### config.mk
export PLATFORM = sky130hd
export DESIGN_NAME = nal_length_prefix_to_annexb_unit
export DESIGN_NICKNAME = d
export VERILOG_FILES = /design/src/rtl/nlp_pkg.sv /design/src/rtl/nlp_parser.sv /design/src/rtl/nlp_seq.sv /design/src/rtl/nal_length_prefix_to_annexb_unit.sv
export SDC_FILE = /design/constraint.sdc
export NUM_CORES = 1
export LEC_CHECK = 0
export BUFFER_PORTS_ARGS = -buffer_cell sky130_fd_sc_hd__buf_2
export CAP_MARGIN = 15
export CORE_ASPECT_RATIO = 0.7
export CORE_MARGIN = 1
export CORE_UTILIZATION = 50
export CTS_CLUSTER_DIAMETER = 50
export CTS_CLUSTER_SIZE = 12
export DETAILED_ROUTE_END_ITERATION = 8
export HOLD_SLACK_MARGIN = 0.05
export PLACE_DENSITY = 0.64
export SLEW_MARGIN = 20
export SYNTH_ARGS = -nofsm -noshare
export SYNTH_HDL_FRONTEND = slang
export SYNTH_SLANG_ARGS = --single-unit
### constraint.sdc
create_clock -name clk_i -period 7 [get_ports clk_i]
set_clock_uncertainty 0.15 [all_clocks]
set_input_delay 1.4 -clock clk_i [delete_from_list [all_inputs] [get_ports clk_i]]
set_output_delay 1.4 -clock clk_i [all_outputs]
set_load 0.03 [all_outputs]
### src/rtl/nlp_pkg.sv
// Shared types, codes and constants for the length-prefix to Annex B converter.
package nlp_pkg;

  // Configuration port
  localparam int unsigned CFG_IDX_W  = 2;
  localparam int unsigned CFG_DATA_W = 3;
  localparam logic [CFG_IDX_W-1:0] CFG_LENGTH_SIZE = 2'd0;
  localparam logic [CFG_IDX_W-1:0] CFG_CODEC_HEVC  = 2'd1;
  localparam logic [2:0] LENGTH_SIZE_RST = 3'd4;
  localparam logic [2:0] LENGTH_SIZE_MAX = 3'd4;

  // Parser phase codes
  localparam logic [1:0] PH_PREFIX  = 2'd0;
  localparam logic [1:0] PH_FIRST   = 2'd1;
  localparam logic [1:0] PH_PAYLOAD = 2'd2;
  localparam logic [1:0] PH_DRAIN   = 2'd3;

  // Sample status codes
  localparam logic [2:0] ST_OK         = 3'd0;
  localparam logic [2:0] ST_ZERO_LEN   = 3'd1;
  localparam logic [2:0] ST_TRUNCATED  = 3'd2;
  localparam logic [2:0] ST_PARTIAL    = 3'd3;
  localparam logic [2:0] ST_EMPTY      = 3'd4;

  // Key-frame NAL types
  localparam logic [5:0] AVC_IDR_TYPE  = 6'd5;
  localparam logic [5:0] HEVC_IRAP_LO  = 6'd16;
  localparam logic [5:0] HEVC_IRAP_HI  = 6'd21;

  // Start code layout: 00 00 00 01
  localparam logic [2:0] SC_LEN      = 3'd4;
  localparam logic [2:0] SC_LAST_IDX = 3'd3;
  localparam logic [7:0] SC_ZERO     = 8'h00;
  localparam logic [7:0] SC_ONE      = 8'h01;

  typedef struct packed {
    logic [7:0] in_byte;
    logic       sample_last;
  } in_item_t;

  typedef struct packed {
    logic [7:0] data_byte;
    logic       is_data;
    logic       nal_first;
    logic [5:0] unit_type;
    logic       sample_end;
    logic       key_pic;
    logic [2:0] status;
    logic       last;
  } out_item_t;

  // Everything one input item produces, expanded into results later
  typedef struct packed {
    logic [7:0] pay_byte;
    logic [5:0] unit_type;
    logic       start_code;
    logic       has_data;
    logic       has_status;
    logic       key_pic;
    logic [2:0] status;
    logic [2:0] count;
  } desc_t;

endpackage

### src/rtl/nlp_parser.sv
// Sample parser: prefix/payload tracking and per-item result descriptor.
module nlp_parser (
  input  logic              clk_i,
  input  logic              rst_ni,
  input  logic [2:0]        length_size_i,
  input  logic              codec_hevc_i,
  input  nlp_pkg::in_item_t item_i,
  input  logic              move_i,
  output nlp_pkg::desc_t    desc_o
);

  logic [1:0]  phase_q, phase_d;
  logic [2:0]  pc_q, pc_d;
  logic [31:0] acc_q, acc_d;
  logic [31:0] left_q, left_d;
  logic [5:0]  type_q, type_d;
  logic        key_q, key_d;
  logic        seen_q, seen_d;
  logic [2:0]  err_q, err_d;

  logic [2:0]  lsz;
  logic [31:0] acc_shift;
  logic [31:0] left_dec;
  logic [2:0]  pc_inc;
  logic [5:0]  type_v;
  logic        key_v;
  logic [2:0]  st;
  nlp_pkg::desc_t desc;

  // Next state and descriptor for the item at the input register
  always_comb begin
    lsz = length_size_i;
    if (length_size_i == 3'd0) begin
      lsz = 3'd1;
    end else if (length_size_i > nlp_pkg::LENGTH_SIZE_MAX) begin
      lsz = nlp_pkg::LENGTH_SIZE_MAX;
    end
    acc_shift = {acc_q[23:0], item_i.in_byte};
    left_dec  = left_q - 32'd1;
    pc_inc    = pc_q + 3'd1;
    type_v    = type_q;
    key_v     = 1'b0;
    st        = nlp_pkg::ST_OK;
    phase_d   = phase_q;
    pc_d      = pc_q;
    acc_d     = acc_q;
    left_d    = left_q;
    type_d    = type_q;
    key_d     = key_q;
    seen_d    = seen_q;
    err_d     = err_q;
    desc      = '0;

    case (phase_q)
      nlp_pkg::PH_PREFIX: begin
        acc_d = acc_shift;
        pc_d  = pc_inc;
        if (pc_inc >= lsz) begin
          pc_d = 3'd0;
          if (acc_shift == 32'd0) begin
            err_d   = nlp_pkg::ST_ZERO_LEN;
            phase_d = nlp_pkg::PH_DRAIN;
          end else begin
            left_d  = acc_shift;
            phase_d = nlp_pkg::PH_FIRST;
          end
        end
      end
      nlp_pkg::PH_FIRST, nlp_pkg::PH_PAYLOAD: begin
        if (phase_q == nlp_pkg::PH_FIRST) begin
          // NAL header: type and key-frame check
          if (codec_hevc_i) begin
            type_v = (|acc_q[31:1]) ? item_i.in_byte[6:1] : 6'd0;
            key_v  = (type_v >= nlp_pkg::HEVC_IRAP_LO) && (type_v <= nlp_pkg::HEVC_IRAP_HI);
          end else begin
            type_v = {1'b0, item_i.in_byte[4:0]};
            key_v  = (type_v == nlp_pkg::AVC_IDR_TYPE);
          end
          type_d = type_v;
          if (key_v) begin
            key_d = 1'b1;
          end
          seen_d          = 1'b1;
          desc.start_code = 1'b1;
          phase_d         = nlp_pkg::PH_PAYLOAD;
        end
        desc.has_data  = 1'b1;
        desc.pay_byte  = item_i.in_byte;
        desc.unit_type = type_v;
        left_d         = left_dec;
        if (left_dec == 32'd0) begin
          phase_d = nlp_pkg::PH_PREFIX;
          pc_d    = 3'd0;
          acc_d   = 32'd0;
        end
      end
      default: begin
        // drain after a zero length: bytes are dropped
      end
    endcase

    // Sample end: status from the updated state, then back to reset values
    if (item_i.sample_last) begin
      if (err_d != nlp_pkg::ST_OK) begin
        st = err_d;
      end else if (phase_d == nlp_pkg::PH_FIRST || phase_d == nlp_pkg::PH_PAYLOAD) begin
        st = nlp_pkg::ST_TRUNCATED;
      end else if (pc_d != 3'd0) begin
        st = seen_d ? nlp_pkg::ST_PARTIAL : nlp_pkg::ST_EMPTY;
      end else if (!seen_d) begin
        st = nlp_pkg::ST_EMPTY;
      end else begin
        st = nlp_pkg::ST_OK;
      end
      desc.has_status = 1'b1;
      desc.key_pic    = key_d;
      desc.status     = st;
      phase_d = nlp_pkg::PH_PREFIX;
      pc_d    = 3'd0;
      acc_d   = 32'd0;
      left_d  = 32'd0;
      type_d  = 6'd0;
      key_d   = 1'b0;
      seen_d  = 1'b0;
      err_d   = nlp_pkg::ST_OK;
    end

    desc.count = (desc.start_code ? nlp_pkg::SC_LEN : 3'd0)
               + {2'b00, desc.has_data} + {2'b00, desc.has_status};
  end

  assign desc_o = desc;

  // Sample state, updated as each item leaves the input register
  always_ff @(posedge clk_i or negedge rst_ni) begin
    if (!rst_ni) begin
      phase_q <= nlp_pkg::PH_PREFIX;
      pc_q    <= 3'd0;
      acc_q   <= 32'd0;
      left_q  <= 32'd0;
      type_q  <= 6'd0;
      key_q   <= 1'b0;
      seen_q  <= 1'b0;
      err_q   <= nlp_pkg::ST_OK;
    end else if (move_i) begin
      phase_q <= phase_d;
      pc_q    <= pc_d;
      acc_q   <= acc_d;
      left_q  <= left_d;
      type_q  <= type_d;
      key_q   <= key_d;
      seen_q  <= seen_d;
      err_q   <= err_d;
    end
  end

endmodule

### src/rtl/nlp_seq.sv
// Result sequencer: holds one descriptor and emits its results one per cycle while out_ready_i is high.
module nlp_seq (
  input  logic               clk_i,
  input  logic               rst_ni,
  input  nlp_pkg::desc_t     desc_i,
  input  logic               load_i,
  input  logic               out_ready_i,
  output logic               free_o,
  output logic               out_valid_o,
  output nlp_pkg::out_item_t out_item_o
);

  nlp_pkg::desc_t desc_q;
  logic           valid_q;
  logic [2:0]     cnt_q;
  logic [2:0]     base;
  logic           last;
  nlp_pkg::out_item_t res;

  assign base   = desc_q.start_code ? nlp_pkg::SC_LEN : 3'd0;
  assign last   = (cnt_q == desc_q.count - 3'd1);
  assign free_o = !valid_q || (out_ready_i && last);

  // Pick the result at the current index
  always_comb begin
    res      = '0;
    res.last = last;
    if (cnt_q < base) begin
      res.data_byte = (cnt_q == nlp_pkg::SC_LAST_IDX) ? nlp_pkg::SC_ONE : nlp_pkg::SC_ZERO;
      res.is_data   = 1'b1;
      res.nal_first = (cnt_q == 3'd0);
      res.unit_type = desc_q.unit_type;
    end else if (desc_q.has_data && cnt_q == base) begin
      res.data_byte = desc_q.pay_byte;
      res.is_data   = 1'b1;
      res.unit_type = desc_q.unit_type;
    end else begin
      res.sample_end = 1'b1;
      res.key_pic    = desc_q.key_pic;
      res.status     = desc_q.status;
    end
  end

  assign out_valid_o = valid_q;
  assign out_item_o  = res;

  // Descriptor register and result index
  always_ff @(posedge clk_i or negedge rst_ni) begin
    if (!rst_ni) begin
      valid_q <= 1'b0;
      cnt_q   <= 3'd0;
    end else if (free_o) begin
      valid_q <= load_i;
      cnt_q   <= 3'd0;
    end else if (out_ready_i) begin
      cnt_q <= cnt_q + 3'd1;
    end
  end

  always_ff @(posedge clk_i) begin
    if (free_o) begin
      desc_q <= desc_i;
    end
  end

endmodule

### src/rtl/nal_length_prefix_to_annexb_unit.sv
// Top level: length-prefixed NAL samples in, Annex B bytes and sample status out.
//
//   channel | direction | handshake              | payload
//   --------+-----------+------------------------+--------------------------------
//   in      | input     | in_valid_i/in_ready_o  | in_item_i: sample byte, last flag
//   out     | output    | out_valid_o/out_ready_i| out_item_o: one result
//   cfg     | input     | cfg_valid_i/cfg_ready_o| cfg_index_i, cfg_data_i
//
// A prefix byte gives no result, a payload byte after the first gives one, the
// first payload byte of a NAL gives the start code and the byte, and an item
// that ends the sample adds the status result. An accepted item reaches the
// output through the input register and then the sequencer's descriptor
// register. The input register can take one item while the sequencer is still
// sending. Reset clears all control and sample state and loads length_size 4, codec_hevc 0.
module nal_length_prefix_to_annexb_unit (
  input  logic                             clk_i,
  input  logic                             rst_ni,
  input  logic                             in_valid_i,
  output logic                             in_ready_o,
  input  nlp_pkg::in_item_t                in_item_i,
  output logic                             out_valid_o,
  input  logic                             out_ready_i,
  output nlp_pkg::out_item_t               out_item_o,
  input  logic                             cfg_valid_i,
  output logic                             cfg_ready_o,
  input  logic [nlp_pkg::CFG_IDX_W-1:0]    cfg_index_i,
  input  logic [nlp_pkg::CFG_DATA_W-1:0]   cfg_data_i
);

  logic [2:0]        length_size_q;
  logic              codec_hevc_q;
  nlp_pkg::in_item_t inq_q;
  logic              inq_valid_q;
  logic              seq_free;
  logic              move;
  nlp_pkg::desc_t    desc;

  // Configuration registers
  assign cfg_ready_o = 1'b1;

  always_ff @(posedge clk_i or negedge rst_ni) begin
    if (!rst_ni) begin
      length_size_q <= nlp_pkg::LENGTH_SIZE_RST;
      codec_hevc_q  <= 1'b0;
    end else if (cfg_valid_i) begin
      if (cfg_index_i == nlp_pkg::CFG_LENGTH_SIZE) begin
        length_size_q <= cfg_data_i;
      end else if (cfg_index_i == nlp_pkg::CFG_CODEC_HEVC) begin
        codec_hevc_q <= cfg_data_i[0];
      end
    end
  end

  // Input register: item moves on when the sequencer can take its results
  assign move       = inq_valid_q && seq_free;
  assign in_ready_o = !inq_valid_q || seq_free;

  always_ff @(posedge clk_i or negedge rst_ni) begin
    if (!rst_ni) begin
      inq_valid_q <= 1'b0;
    end else if (in_ready_o) begin
      inq_valid_q <= in_valid_i;
    end
  end

  always_ff @(posedge clk_i) begin
    if (in_ready_o && in_valid_i) begin
      inq_q <= in_item_i;
    end
  end

  nlp_parser u_parser (
    .clk_i         (clk_i),
    .rst_ni        (rst_ni),
    .length_size_i (length_size_q),
    .codec_hevc_i  (codec_hevc_q),
    .item_i        (inq_q),
    .move_i        (move),
    .desc_o        (desc)
  );

  nlp_seq u_seq (
    .clk_i       (clk_i),
    .rst_ni      (rst_ni),
    .desc_i      (desc),
    .load_i      (move && (desc.count != 3'd0)),
    .out_ready_i (out_ready_i),
    .free_o      (seq_free),
    .out_valid_o (out_valid_o),
    .out_item_o  (out_item_o)
  );

`ifndef SYNTHESIS
  // The status result always closes the item's results
  a_status_last: assert property (@(posedge clk_i) disable iff (!rst_ni)
    out_valid_o && out_item_o.sample_end |-> out_item_o.last)
    else $error("status result not marked last");

  // A NAL opens with a zero start-code byte
  a_first_zero: assert property (@(posedge clk_i) disable iff (!rst_ni)
    out_valid_o && out_item_o.nal_first |->
      out_item_o.is_data && out_item_o.data_byte == nlp_pkg::SC_ZERO)
    else $error("NAL start not a start-code zero byte");

  // Results of one item follow without a gap
  a_no_gap: assert property (@(posedge clk_i) disable iff (!rst_ni)
    out_valid_o && out_ready_i && !out_item_o.last |=> out_valid_o)
    else $error("result sequence broken before last");
`endif

endmodule
==> summary by stage, run 1 <==
CTS
Buffers inserted during clock tree synthesis total 17. The clock-pin slew on the worst setup and hold paths is 0.07 ns. The clock latency on the worst-skew pair is 0.42 ns. The number of setup buffers added after CTS is 0. After clock tree synthesis, the flow added hold-fix buffers numbering 0. The count of clock tree sinks is 120. The CTS tree is built.

The count of cells resized by post-cts repair is 0. The cell at the root of the clock tree is clkbuf_16. No sink is reached through more buffers than the 2 on the longest clock path. The H-tree was split into 4 levels.

Synth
Averaged over all synthesized cells, the footprint is 9.42 sq um. The post-synth net total is 789. Yosys mapped a number of flops with a built-in enable equal to 31. Ranked by total cell area, the synthesized netlist is headed by dfrtp_1, edfxtp_1, nand2_1, mux2i_1, ha_1. The synthesized design spends more area on one cell type than any other, namely dfrtp_1. The commonest cells after synthesis are nand2_1, dfrtp_1, inv_1. The top cell type's share of synthesized area is 31.1%. Of all flip-flops after synthesis, the portion carrying an async set or reset was 74.2%.

In this run, synthesis produced a sequential element count of 120. Synthesis produced 752 cells. Yosys printed 0 warnings.

The commonest register cell after synthesis is dfrtp_1. The most common cell in the synthesized netlist is nand2_1. The sequential area share after synthesis is 44.6%. The cell area that synthesis handed to floorplanning was 7090 sq um. The number of distinct library cell variants in the gate-level netlist after synthesis is 77.

Place
The weighted congestion reported at the end of routability-driven placement is 0.969. Detailed placement ended at an HPWL of 13,500 microns. In this run the tool buffered the top-level ports with 42 buffer cells. Once placement completed, the tool counted placed cells totaling 942.

Critical path
In this run the number of cells on the critical path is 11. The destination of the critical timing path is u_parser.acc_q[11]$_DFFE_PN0P_. Walking the worst path, the cells encountered are inv_1 -> ha_1 -> or3b_2 -> or3_1 -> nor4_1 -> xnor2_1 -> and4_4 -> a21oi_4 -> a221oi_4 -> buf_4 -> mux2_4.

The worst setup path startpoint is u_parser.left_q[0]$_DFFE_PN0P_. The arrival time at the worst endpoint is 4.34 ns. The cell family contributing the most delay on the critical path is simple AND/OR/NAND/NOR gates. The number of cells on the worst reg-to-reg path is 11. The worst path buffer plus inverter count is 2. For flop-to-flop paths, the worst setup slack is 2.81 ns. The slowest stage of the critical path is the or3b_2 cell. The largest single stage delay on the critical path is 0.52 ns. The maximum net fanout on the critical path is 32. In this run the critical register-to-register path is launched from u_parser.left_q[0]$_DFFE_PN0P_. STA classifies the critical path endpoint as a flip-flop.

STA classifies the critical path startpoint as a flip-flop. In this run the critical register-to-register path is captured at u_parser.acc_q[11]$_DFFE_PN0P_. The critical path is of the flip-flop to flip-flop type.

STA puts the critical path data required time at 7.15 ns.

Final layout
The number of fill cells in the layout is 1,187. The number of antenna diodes in the final layout is 0. The fraction of layout instances using a drive strength above 1 is 13.6%. The final core utilization is 58.6%. The area taken by flip-flops and latches is 3160 sq um.

The net count reported at finish is 813. Excluding fillers, the count of instances in the completed layout stands at 974. The area used by multi-input combinational logic is 3450 sq um.

The layout overhead on the synthesized area is 11.5%.

Routing
The total wire length after detailed routing is 19,700 microns. The first detailed-routing pass took 5 iterations. The routed layout has 6,025 vias. The via density per instance is 6.19.

In this run the remaining antenna-violating nets after routing total 0. The initial detailed-routing violation count is 620. The routed wire length per instance is 20.2 microns. For this run, design rule violations remaining after detail routing come to 0.

Pwr
The internal power of the cells totals 2230 uW. In this run the power spent charging and discharging nets is 1880 uW. The post-route total power is 4110 uW. The sequential share of power is 33.8%.

The net switching share of the total power is 45.8%. The relative contribution of combinational cells to total power is 45.9%. The worst-case IR drop observed on VDD is 0.215 mV. In this run the power density over the cells is 520 nW/um^2.

In this run the static leakage power is 0.00314 uW. Of the total power, the clock network draws 20.3%.

Global routing
Across every metal layer, demand over resource in global routing totals 28.9%. The number of global-route vias before repair is 5,693. Global routing finished with a remaining overflow of 0. The number of antenna violations at the first check in global routing is 0. The first global-routing pass estimated 31,500 microns of wire.

The pin count of the biggest net entering global routing is 65.

STA
The total count of hold-check failures in the final report is 0. The fraction of the cycle the final worst path needs is 59.8%. The final sum of negative setup slack is 0 ns. Setup repair after global routing left no endpoint under its margin. The number of endpoints failing setup at the final stage is 0. Timing would allow up to 239 MHz.

The minimum clock period is 4.19 ns. The slew at the pin closest to its max-slew limit is 1.18 ns. The worst slew margin relative to its limit is 20.8%. The number of pins exceeding their max-slew limit in the final report is 0.

Run
Max-cap violations in this run came to 0.

Die
The floorplan die area is 14,700 sq um. The die is 102 microns tall. The number of standard-cell rows in the floorplan is 35. 44 I/O pins were placed. The initial utilization of the core area, before any placement, comes to 52.5%.

The region available for standard cell placement spans 13,500 sq um. The die is 144 microns wide.

Worst hold path
The worst hold-check path type is flip-flop to flip-flop.

Run status
The run finished with clean final reports.
==> per-stage QoR <==
step	worst slack, ns	instance area (sq um)	hold slack [ns]
final	2.81	7900	0.369
after global routing	2.62	7900	0.376
after CTS	2.84	7900	0.364
after detailed placement	2.83	7340	0.344
after global placement	2.91	7340	0.340
after floorplan	1.28	7090	0.324
==> power groups by stage <==
| stage | Clock (uW) | Sequential [uW] | Combinational, uW |
|---|---|---|---|
| 3_3_place_gp | 0 | 1370 | 1810 |
| 4_1_cts | 849 | 1370 | 1870 |
| 3_5_place_dp | 0 | 1380 | 1860 |
| 2_1_floorplan | 0 | 1240 | 1520 |
| 6_report | 834 | 1390 | 1890 |
| 5_1_grt | 881 | 1430 | 2070 |
==> per-layer routing <==
metal / GRT usage, % / vias to the layer above / share of wire, %
met5: 0 / - / 0
li1: - / 2777 / -
met1: 45.8 / 2933 / 50
met4: 8.66 / 0 / 1.2
met3: 6.29 / 31 / 8.8
met2: 38.4 / 284 / 40
==> cells by family after synthesis <==
kind of cell               share of synthesized area, %
and+or+nand+nor                                    21.3
AOI/OAI and AO/OA                                  17.6
DFF                                                44.6
buffers and inverters                              6.89
muxes                                              5.19
adders and majority gates                          3.18
xor gates and xnor gates                           1.24
other                                            0.0529
==> sequential cells by signal (all words and copies together), names as in the netlist <==
signal	flops
u_seq.desc_q	22
inq_q	9
length_size_q	3
codec_hevc_q	1
u_parser.left_q	32
u_parser.acc_q	32
u_parser.pc_q	3
u_parser.key_q	1
u_seq.cnt_q	3
u_parser.phase_q	2
u_parser.type_q	6
inq_valid_q	1
u_parser.err_q	3
u_parser.seen_q	1
u_seq.out_valid_o	1
==> worst min-delay path by stage <==
stage                                        start                             end  slack [ns]  depth (start not counted)
finish              u_parser.type_q[3]$_DFFE_PN0P_  u_parser.type_q[3]$_DFFE_PN0P_        0.37                          1
global route        u_parser.type_q[3]$_DFFE_PN0P_  u_parser.type_q[3]$_DFFE_PN0P_        0.38                          1
CTS                 u_parser.type_q[3]$_DFFE_PN0P_  u_parser.type_q[3]$_DFFE_PN0P_        0.36                          1
detailed placement  u_parser.type_q[3]$_DFFE_PN0P_  u_parser.type_q[3]$_DFFE_PN0P_        0.34                          1
global placement    u_parser.type_q[0]$_DFFE_PN0P_  u_parser.type_q[0]$_DFFE_PN0P_        0.34                          1
floorplan           u_parser.type_q[0]$_DFFE_PN0P_  u_parser.type_q[0]$_DFFE_PN0P_        0.32                          1
==> layout by cell type, fill, tap and decap left out, types with 6 or more instances in the layout <==
master     netlist  routed
nor4b_1          6       6
clkbuf_16        0      18
nand4_1          6       6
xnor2_1          8       8
dfrtp_1         88      88
buf_2            1      41
nor2_1          36      35
edfxtp_1        31      31
o22ai_1         21      21
nor4_1          30      30
nand2_1         90      90
or3_1            9       9
nand3_1         13      13
ha_1            18      18
nor2b_1         16      16
o31a_1          11      11
nor3_1          23      23
buf_4            4      13
o21ai_0         26      26
o31ai_1          7       7
inv_1           51      51
and2_1          28      28
mux2i_1         33      33
a22o_1          24      24
a31oi_1         10      10
a21oi_1         44      44
==> layout make-up <==
class | instances | share of cell area (%)
Clock buffer | 19 | 5.75
Clock inverter | 13 | 1.39
Inverter | 52 | 2.47
Multi-Input combinational cell | 531 | 43.7
Sequential cell | 120 | 40.0
Tap cell | 185 | 2.93
Timing Repair Buffer | 54 | 3.83
Power figures use the tool's default switching activity.
==> run 2, diff against run 1 <==
==> constraint.sdc (replaced) <==
create_clock -name clk_i -period 4.4 [get_ports clk_i]
set_clock_uncertainty 0.15 [all_clocks]
set_input_delay 0.88 -clock clk_i [delete_from_list [all_inputs] [get_ports clk_i]]
set_output_delay 0.88 -clock clk_i [all_outputs]
set_load 0.03 [all_outputs]
==> run 2 against run 1 <==
Net effect:
- non-clock buffer count is 7 higher
- power is 62% higher
- core utilization is 0.62 points higher
- global-route usage is 0.51 points lower
- combinational power is 63% higher
- sequential power is 59% higher
- clock power is 64% higher
- via count is 0.81% lower
- largest cell class unchanged
- setup slack worse by 2.4 ns
==> summary by stage, run 2 (synthesized netlist as in run 1, its figures left out) <==
Run status
The flow ran to the end, and the final reports show no timing, DRC or antenna violations.

Critical path
The element type at the critical path start is a flip-flop. Walking the worst path, the cells encountered are inv_1 -> ha_1 -> or3b_2 -> or3_1 -> nor4_1 -> xnor2_1 -> and4_4 -> a21oi_4 -> a221oi_4 -> buf_4 -> mux2_4. The kind of cell adding the most delay to the critical path is simple AND/OR/NAND/NOR gates.

The highest cell delay on the worst timing path is 0.51 ns. The arrival time at the worst endpoint is 4.16 ns. Measured in cells, the most critical reg-to-reg path has a length of 11. The critical path capture point type is a flip-flop. The slowest stage of the critical path is the or3b_2 cell. The worst path buffer plus inverter count is 2. The data required time at the worst endpoint is 4.55 ns. The critical path is of the flip-flop to flip-flop type. The setup slack on the worst flop-to-flop path is 0.39 ns. The worst register-to-register path ends at u_parser.acc_q[11]$_DFFE_PN0P_. Along the worst path, the maximum fanout reaches 11. The source of the worst register-to-register timing path is u_parser.left_q[0]$_DFFE_PN0P_.

Global routing
Entering global routing, the biggest net connects 73 pins. The number of global-route vias before repair came to 5,526. Summed over all layers, the global routing overflow is 0. The wire length of the first global-routing pass is 30,800 microns. The number of antenna violations at the first check in global routing came to 0. Across every metal layer, demand over resource in global routing totals 28.4%.

CTS
The number of setup buffers added after CTS is 0. After clock tree synthesis, the clock-pin slew on the worst setup and hold paths is 0.06 ns. The count of cells resized by post-cts repair is 0.

The clock tree buffer depth is 2. Clock tree synthesis inserted a total of 17 buffers. At the later pin of the worst-skew pair, clock insertion delay measures 0.42 ns.

Hold repair after CTS inserted 0 buffers. The cell at the root of the clock tree is clkbuf_16. The depth of the CTS H-tree is 4.

TritonCTS built the clock tree. CTS saw 120 sinks.

STA
The total count of hold-check failures in the final report is 0. Setup repair after global routing left no endpoint under its margin. The minimum clock period is 4.01 ns. Derived from the worst setup path, the maximum achievable clock frequency is 250 MHz. The final worst-path setup slack is 0.394 ns. The worst path uses 91.0% of the clock period. Setup total negative slack on the finished layout was measured at 0 ns. At the pin with the least slew margin, the transition time is 1.09 ns. Setup violations remaining at the end of the flow were counted as 0. The number of pins exceeding their max-slew limit in the final report is 0. The worst slew margin relative to its limit is 26.8%.

Die
The core region is 13,500 sq um. The die is 144 microns wide. After floorplanning, the core was divided into 35 placement rows.

In this run the vertical extent of the chip is 102 microns. Once the floorplan was initialized, standard cells occupied 52.5% of the core. The floorplan die area is 14,700 sq um. The I/O pin count is 44.

Final layout
The final cell count without fillers is 981. The net count of the finished layout is 820. In the final layout, the registers with the most flip-flops are u_parser.acc_q (32), u_parser.left_q (32), u_seq.desc_q (22). The top cell types in the final layout, fill and taps aside, are nand2_1, dfrtp_1, inv_1.

The area growth from synthesis to layout is 12.7%. Of the cells placed in the final design, the portion with a size suffix greater than 1 is 14.4%. The most common cell after layout, fill and taps aside is nand2_1. The final core utilization is 59.2%. The number of diodes is 0.

Routing
The total wire length after detailed routing is 19,800 microns. Before antenna repair, the detailed router went through 6 iterations. After detailed routing, the number of remaining DRC violations is 0.

After the first detailed-routing iteration, the DRC count stood at 702. The remaining antenna violation count after routing is 0. After detailed routing, the average wire length per cell comes to 20.2 microns. The routed via count is 5,976. The via density per instance is 6.09.

Pwr
The worst supply voltage drop on vdd is 0.356 mV. Net switching is 45.2% of the power. The cell internal power dissipation is 3650 uW.

Summed over all cells, the static leakage comes to 0.00320 uW. The sequential share of power is 33.2%. The power density over the cells is 833 nW/um^2. The post-route total power is 6660 uW. The analysis attributes to net switching a power of 3010 uW. Of the total power, combinational logic draws 46.2%. The share of power burned in the clock network is 20.6%.

Worst hold path
Counting instances, the worst hold path has a depth of 1. The startpoint identified for the worst hold timing path is u_parser.type_q[1]$_DFFE_PN0P_. The worst hold-check path type is flip-flop to flip-flop. The endpoint of the worst hold path is u_parser.type_q[1]$_DFFE_PN0P_.

Place
Detailed placement finished with a half-perimeter wire length of 13,500 microns. In this run, placement finished with an instance count of 949. The post-place setup slack is 0.456 ns. In this run the tool buffered the top-level ports with 42 buffer cells. The weighted congestion reported at the end of routability-driven placement is 0.926.

Run
The count of max-cap constraint violations is 0.
## run 2: cell count changes in the layout (fill, tap and decap cells not counted), sizes merged
| cell | delta |
|---|---|
| buf | +7 |
| clkinvlp | -1 |
| bufinv | +1 |
| clkbuf | +1 |
| clkinv | -1 |
## run 2: layer usage
layer / vias up / GRT usage [%] / wire length [microns]
met3: 19 / 8.04 / 1870
met5: - / 0 / 0
met2: 238 / 37.9 / 8060
li1: 2794 / - / -
met1: 2925 / 44.1 / 9650
met4: 0 / 7.45 / 209
## run 2: worst max path at each step
| stage | from | end | slack (ns) | depth (start not counted) |
|---|---|---|---|---|
| global placement | u_parser.left_q[0]$_DFFE_PN0P_ | u_parser.acc_q[11]$_DFFE_PN0P_ | 0.53 | 11 |
| floorplan | out_ready_i | u_parser.left_q[2]$_DFFE_PN0P_ | 0.36 | 9 |
| finish | u_parser.left_q[0]$_DFFE_PN0P_ | u_parser.acc_q[11]$_DFFE_PN0P_ | 0.39 | 11 |
| global route | u_parser.left_q[0]$_DFFE_PN0P_ | u_parser.acc_q[2]$_DFFE_PN0P_ | 0.15 | 11 |
| detailed placement | u_parser.left_q[0]$_DFFE_PN0P_ | u_parser.acc_q[11]$_DFFE_PN0P_ | 0.46 | 11 |
| CTS | u_parser.left_q[0]$_DFFE_PN0P_ | u_parser.acc_q[11]$_DFFE_PN0P_ | 0.42 | 11 |
## run 2: power by group through the flow
stage	logic (uW)	registers [uW]	clock network [uW]
after floorplan	2430	1970	0
final	3080	2210	1370
after detailed placement	3030	2190	0
after global placement	2940	2180	0
after global routing	3370	2270	1430
after CTS	3050	2180	1390
## run 2: per-stage QoR
step                      hold slack [ns]  instance area [sq um]
after floorplan                     0.324                   7090
after global placement              0.339                   7400
after detailed placement            0.344                   7400
after CTS                           0.363                   7980
after global routing                0.369                   7990
final                               0.363                   7990
## run 2: area by class of cell
class,count,area (sq um)
clock buffer,20,468
inverter,52,195
fill,1214,5500
timing repair buffer,61,355
sequential,120,3160
tap,185,231
clock inverter,12,110
multi-input combinational,531,3470
==> run 3, diff against run 2 <==
--- a/config.mk
+++ b/config.mk
@@ -7,7 +7,7 @@
 export LEC_CHECK = 0
 export BUFFER_PORTS_ARGS = -buffer_cell sky130_fd_sc_hd__buf_2
 export CAP_MARGIN = 15
-export CORE_ASPECT_RATIO = 0.7
+export CORE_ASPECT_RATIO = 0.6
 export CORE_MARGIN = 1
 export CORE_UTILIZATION = 50
 export CTS_CLUSTER_DIAMETER = 50
==> run 3 against run 2 <==
Net effect:
- first-iteration DRC count fell by 19%
- worst hold slack hardly changed
- combinational power hardly changed
- core utilization shrank 1.2 points
- register-to-register slack worse by 0.02 ns
- critical path depth did not move
==> summary by stage, run 3 (synthesized netlist as in run 1, its figures left out) <==
Run status
The flow ran to the end, and the final reports show no timing, DRC or antenna violations.

Final layout
The library cell used most frequently in the layout, excluding fill and tap cells, is nand2_1. Fill cells in the final layout number 1,179. The number of diodes is 0. The net count reported at finish is 815.

In the final layout, the registers with the most flip-flops are u_parser.acc_q (32), u_parser.left_q (32), u_seq.desc_q (22). The layout overhead on the synthesized area is 12.6%. The fraction of layout instances using a drive strength above 1 is 13.9%.

The top cell types in the final layout, fill and taps aside, are nand2_1, dfrtp_1, inv_1. The final cell count without fillers is 983.

Critical path
The worst path buffer plus inverter count is 2. In this run the worst path has a maximum fanout of 32. At the worst endpoint, the arrival time is 4.19 ns.

The cell depth of the worst setup path is 11. STA classifies the critical path startpoint as a flip-flop. STA puts the critical path data required time at 4.56 ns. In this design, the stage delay of the slowest critical-path cell is 0.51 ns. The kind of cell adding the most delay to the critical path is simple AND/OR/NAND/NOR gates.

Across all register-to-register paths, the minimum setup slack is 0.37 ns. The critical path capture point type is a flip-flop. The number of cells on the worst reg-to-reg path is 11. On the critical path, the stage with the largest delay is an instance of or3b_2. Traced cell by cell, the critical path runs through inv_1 -> ha_1 -> or3b_2 -> or3_1 -> nor4_1 -> xnor2_1 -> and4_4 -> a21oi_4 -> a221oi_4 -> buf_12 -> mux2_4.

By startpoint and endpoint, the worst setup path is classified as flip-flop to flip-flop.

Routing
The pre-antenna-repair detailed-routing pass consisted of 5 iterations. The remaining antenna violation count after routing is 0. The total wire length after detailed routing is 19,400 microns.

The detailed-route DRC error count is 0. The first routing iteration left 570 violations. The routed wire length per instance is 19.8 microns. Dividing the detail-routed via count by the number of cells gives 6.04. Summing over every cut layer, the via total after detailed routing is 5,941.

STA
The number of pins exceeding their max-slew limit in the final report came to 0. The final sum of negative setup slack is 0 ns. The worst pin sits at a relative slew slack of 38.2%. The minimum clock period is 4.03 ns.

In the finished design, the share of the clock period the worst path needs comes to 91.5%. Setup repair after global routing left no endpoint under its margin. The number of endpoints failing setup at the final stage is 0. The total count of hold-check failures in the final report is 0.

The maximum frequency from static timing analysis is 248 MHz. For the pin with the worst max-slew slack, the measured transition is 0.927 ns.

Die
The initialized floorplan defines 33 standard-cell rows. The effective utilization at floorplan is 51.5%. The floorplan step defined a die boundary enclosing 14,700 sq um. 44 I/O pins were placed.

The core region is 13,700 sq um. The die width is 156 microns. From bottom edge to top edge, the die measures 94.2 microns.

CTS
The number of hold buffers added after CTS is 0. TritonCTS created 17 clock buffers. The depth of the CTS H-tree is 4. The number of setup buffers added after CTS is 0. Counting along the longest clock path gives a buffer depth of 2. CTS saw 120 sinks. The cell at the root of the clock tree is clkbuf_16. The CTS tree is built. After clock tree synthesis, the clock-pin slew on the worst setup and hold paths is 0.07 ns. At the later pin of the worst-skew pair, clock insertion delay measures 0.42 ns. The count of cells resized by post-cts repair is 0.

Place
After detailed placement, the design holds a cell count of 951. The congestion estimate from routability-driven global placement came to 0.965. Detailed placement finished with a half-perimeter wire length of 13,700 microns. The count of input and output buffers is 42.

Worst hold path
The worst hold-check path type is flip-flop to flip-flop. Counting instances, the worst hold path has a depth of 1.

Global routing
The global-route usage over all layers is 28.2%. The number of global-route vias before repair is 5,608. The total overflow left after global routing is 0. The wire length of the first global-routing pass is 31,100 microns. Entering global routing, the biggest net connects 69 pins.

The number of antenna violations at the first check in global routing was 0.

Run
Max-cap violations in this run came to 0.

Pwr
IR analysis of the VDD net gives a maximum drop of 0.289 mV. The post-route total power is 6670 uW. In this run the power density over the cells is 835 nW/um^2. For this design the static power due to leakage is 0.00318 uW.
==> run 3: changes by cell type in the layout (fill, tap and decap cells not counted), sizes merged <==
| cell | before | now |
|---|---|---|
| buf | 61 | 56 |
| clkbuf | 20 | 17 |
| inv | 58 | 61 |
| clkinv | 4 | 3 |
| clkinvlp | 1 | 2 |
==> run 3: metal layers <==
metal | share of wire (%) | up-vias | global-route usage (%)
li1 | - | 2778 | -
met1 | 50 | 2886 | 43.0
met2 | 40 | 265 | 38.3
met3 | 9.3 | 12 | 7.84
met4 | 0.66 | 0 | 6.94
met5 | 0 | - | 0
==> run 3: power by group <==
group	switching, uW	internal [uW]
logic	1900	1170
clock network	586	802
registers	555	1660
==> run 3: area by class of cell <==
cell class	count	area, sq um	share of cell area [%]
multi-input cells	531	3460	43.4
flip-flops and latches	120	3160	39.6
clock buffers	17	425	5.33
repair buffers	56	343	4.30
well taps	192	240	3.01
inverters	52	195	2.45
clock inverters	15	156	1.96
==> run 3: worst paths after layout <==
kind                                                 from                             end
hold / removal             u_parser.type_q[4]$_DFFE_PN0P_  u_parser.type_q[4]$_DFFE_PN0P_
setup reg to reg           u_parser.left_q[0]$_DFFE_PN0P_  u_parser.acc_q[11]$_DFFE_PN0P_
hold reg to reg            u_parser.type_q[4]$_DFFE_PN0P_  u_parser.type_q[4]$_DFFE_PN0P_
max in group asynchronous                          rst_ni  u_parser.acc_q[26]$_DFFE_PN0P_
min in group asynchronous                          rst_ni    length_size_q[1]$_DFFE_PN0P_
setup / recovery           u_parser.left_q[0]$_DFFE_PN0P_  u_parser.acc_q[11]$_DFFE_PN0P_
==> run 3: through the flow <==
step / hold slack (ns) / worst slack (ns) / util [%] / cell area (sq um)
after global placement: 0.339 / 0.576 / 53.8 / 7400
after CTS: 0.365 / 0.413 / 58.0 / 7980
after floorplan: 0.324 / 0.356 / - / 7090
after global routing: 0.391 / 0.188 / 58.0 / 7980
after detailed placement: 0.345 / 0.403 / 53.8 / 7400
final: 0.364 / 0.372 / 58.0 / 7980
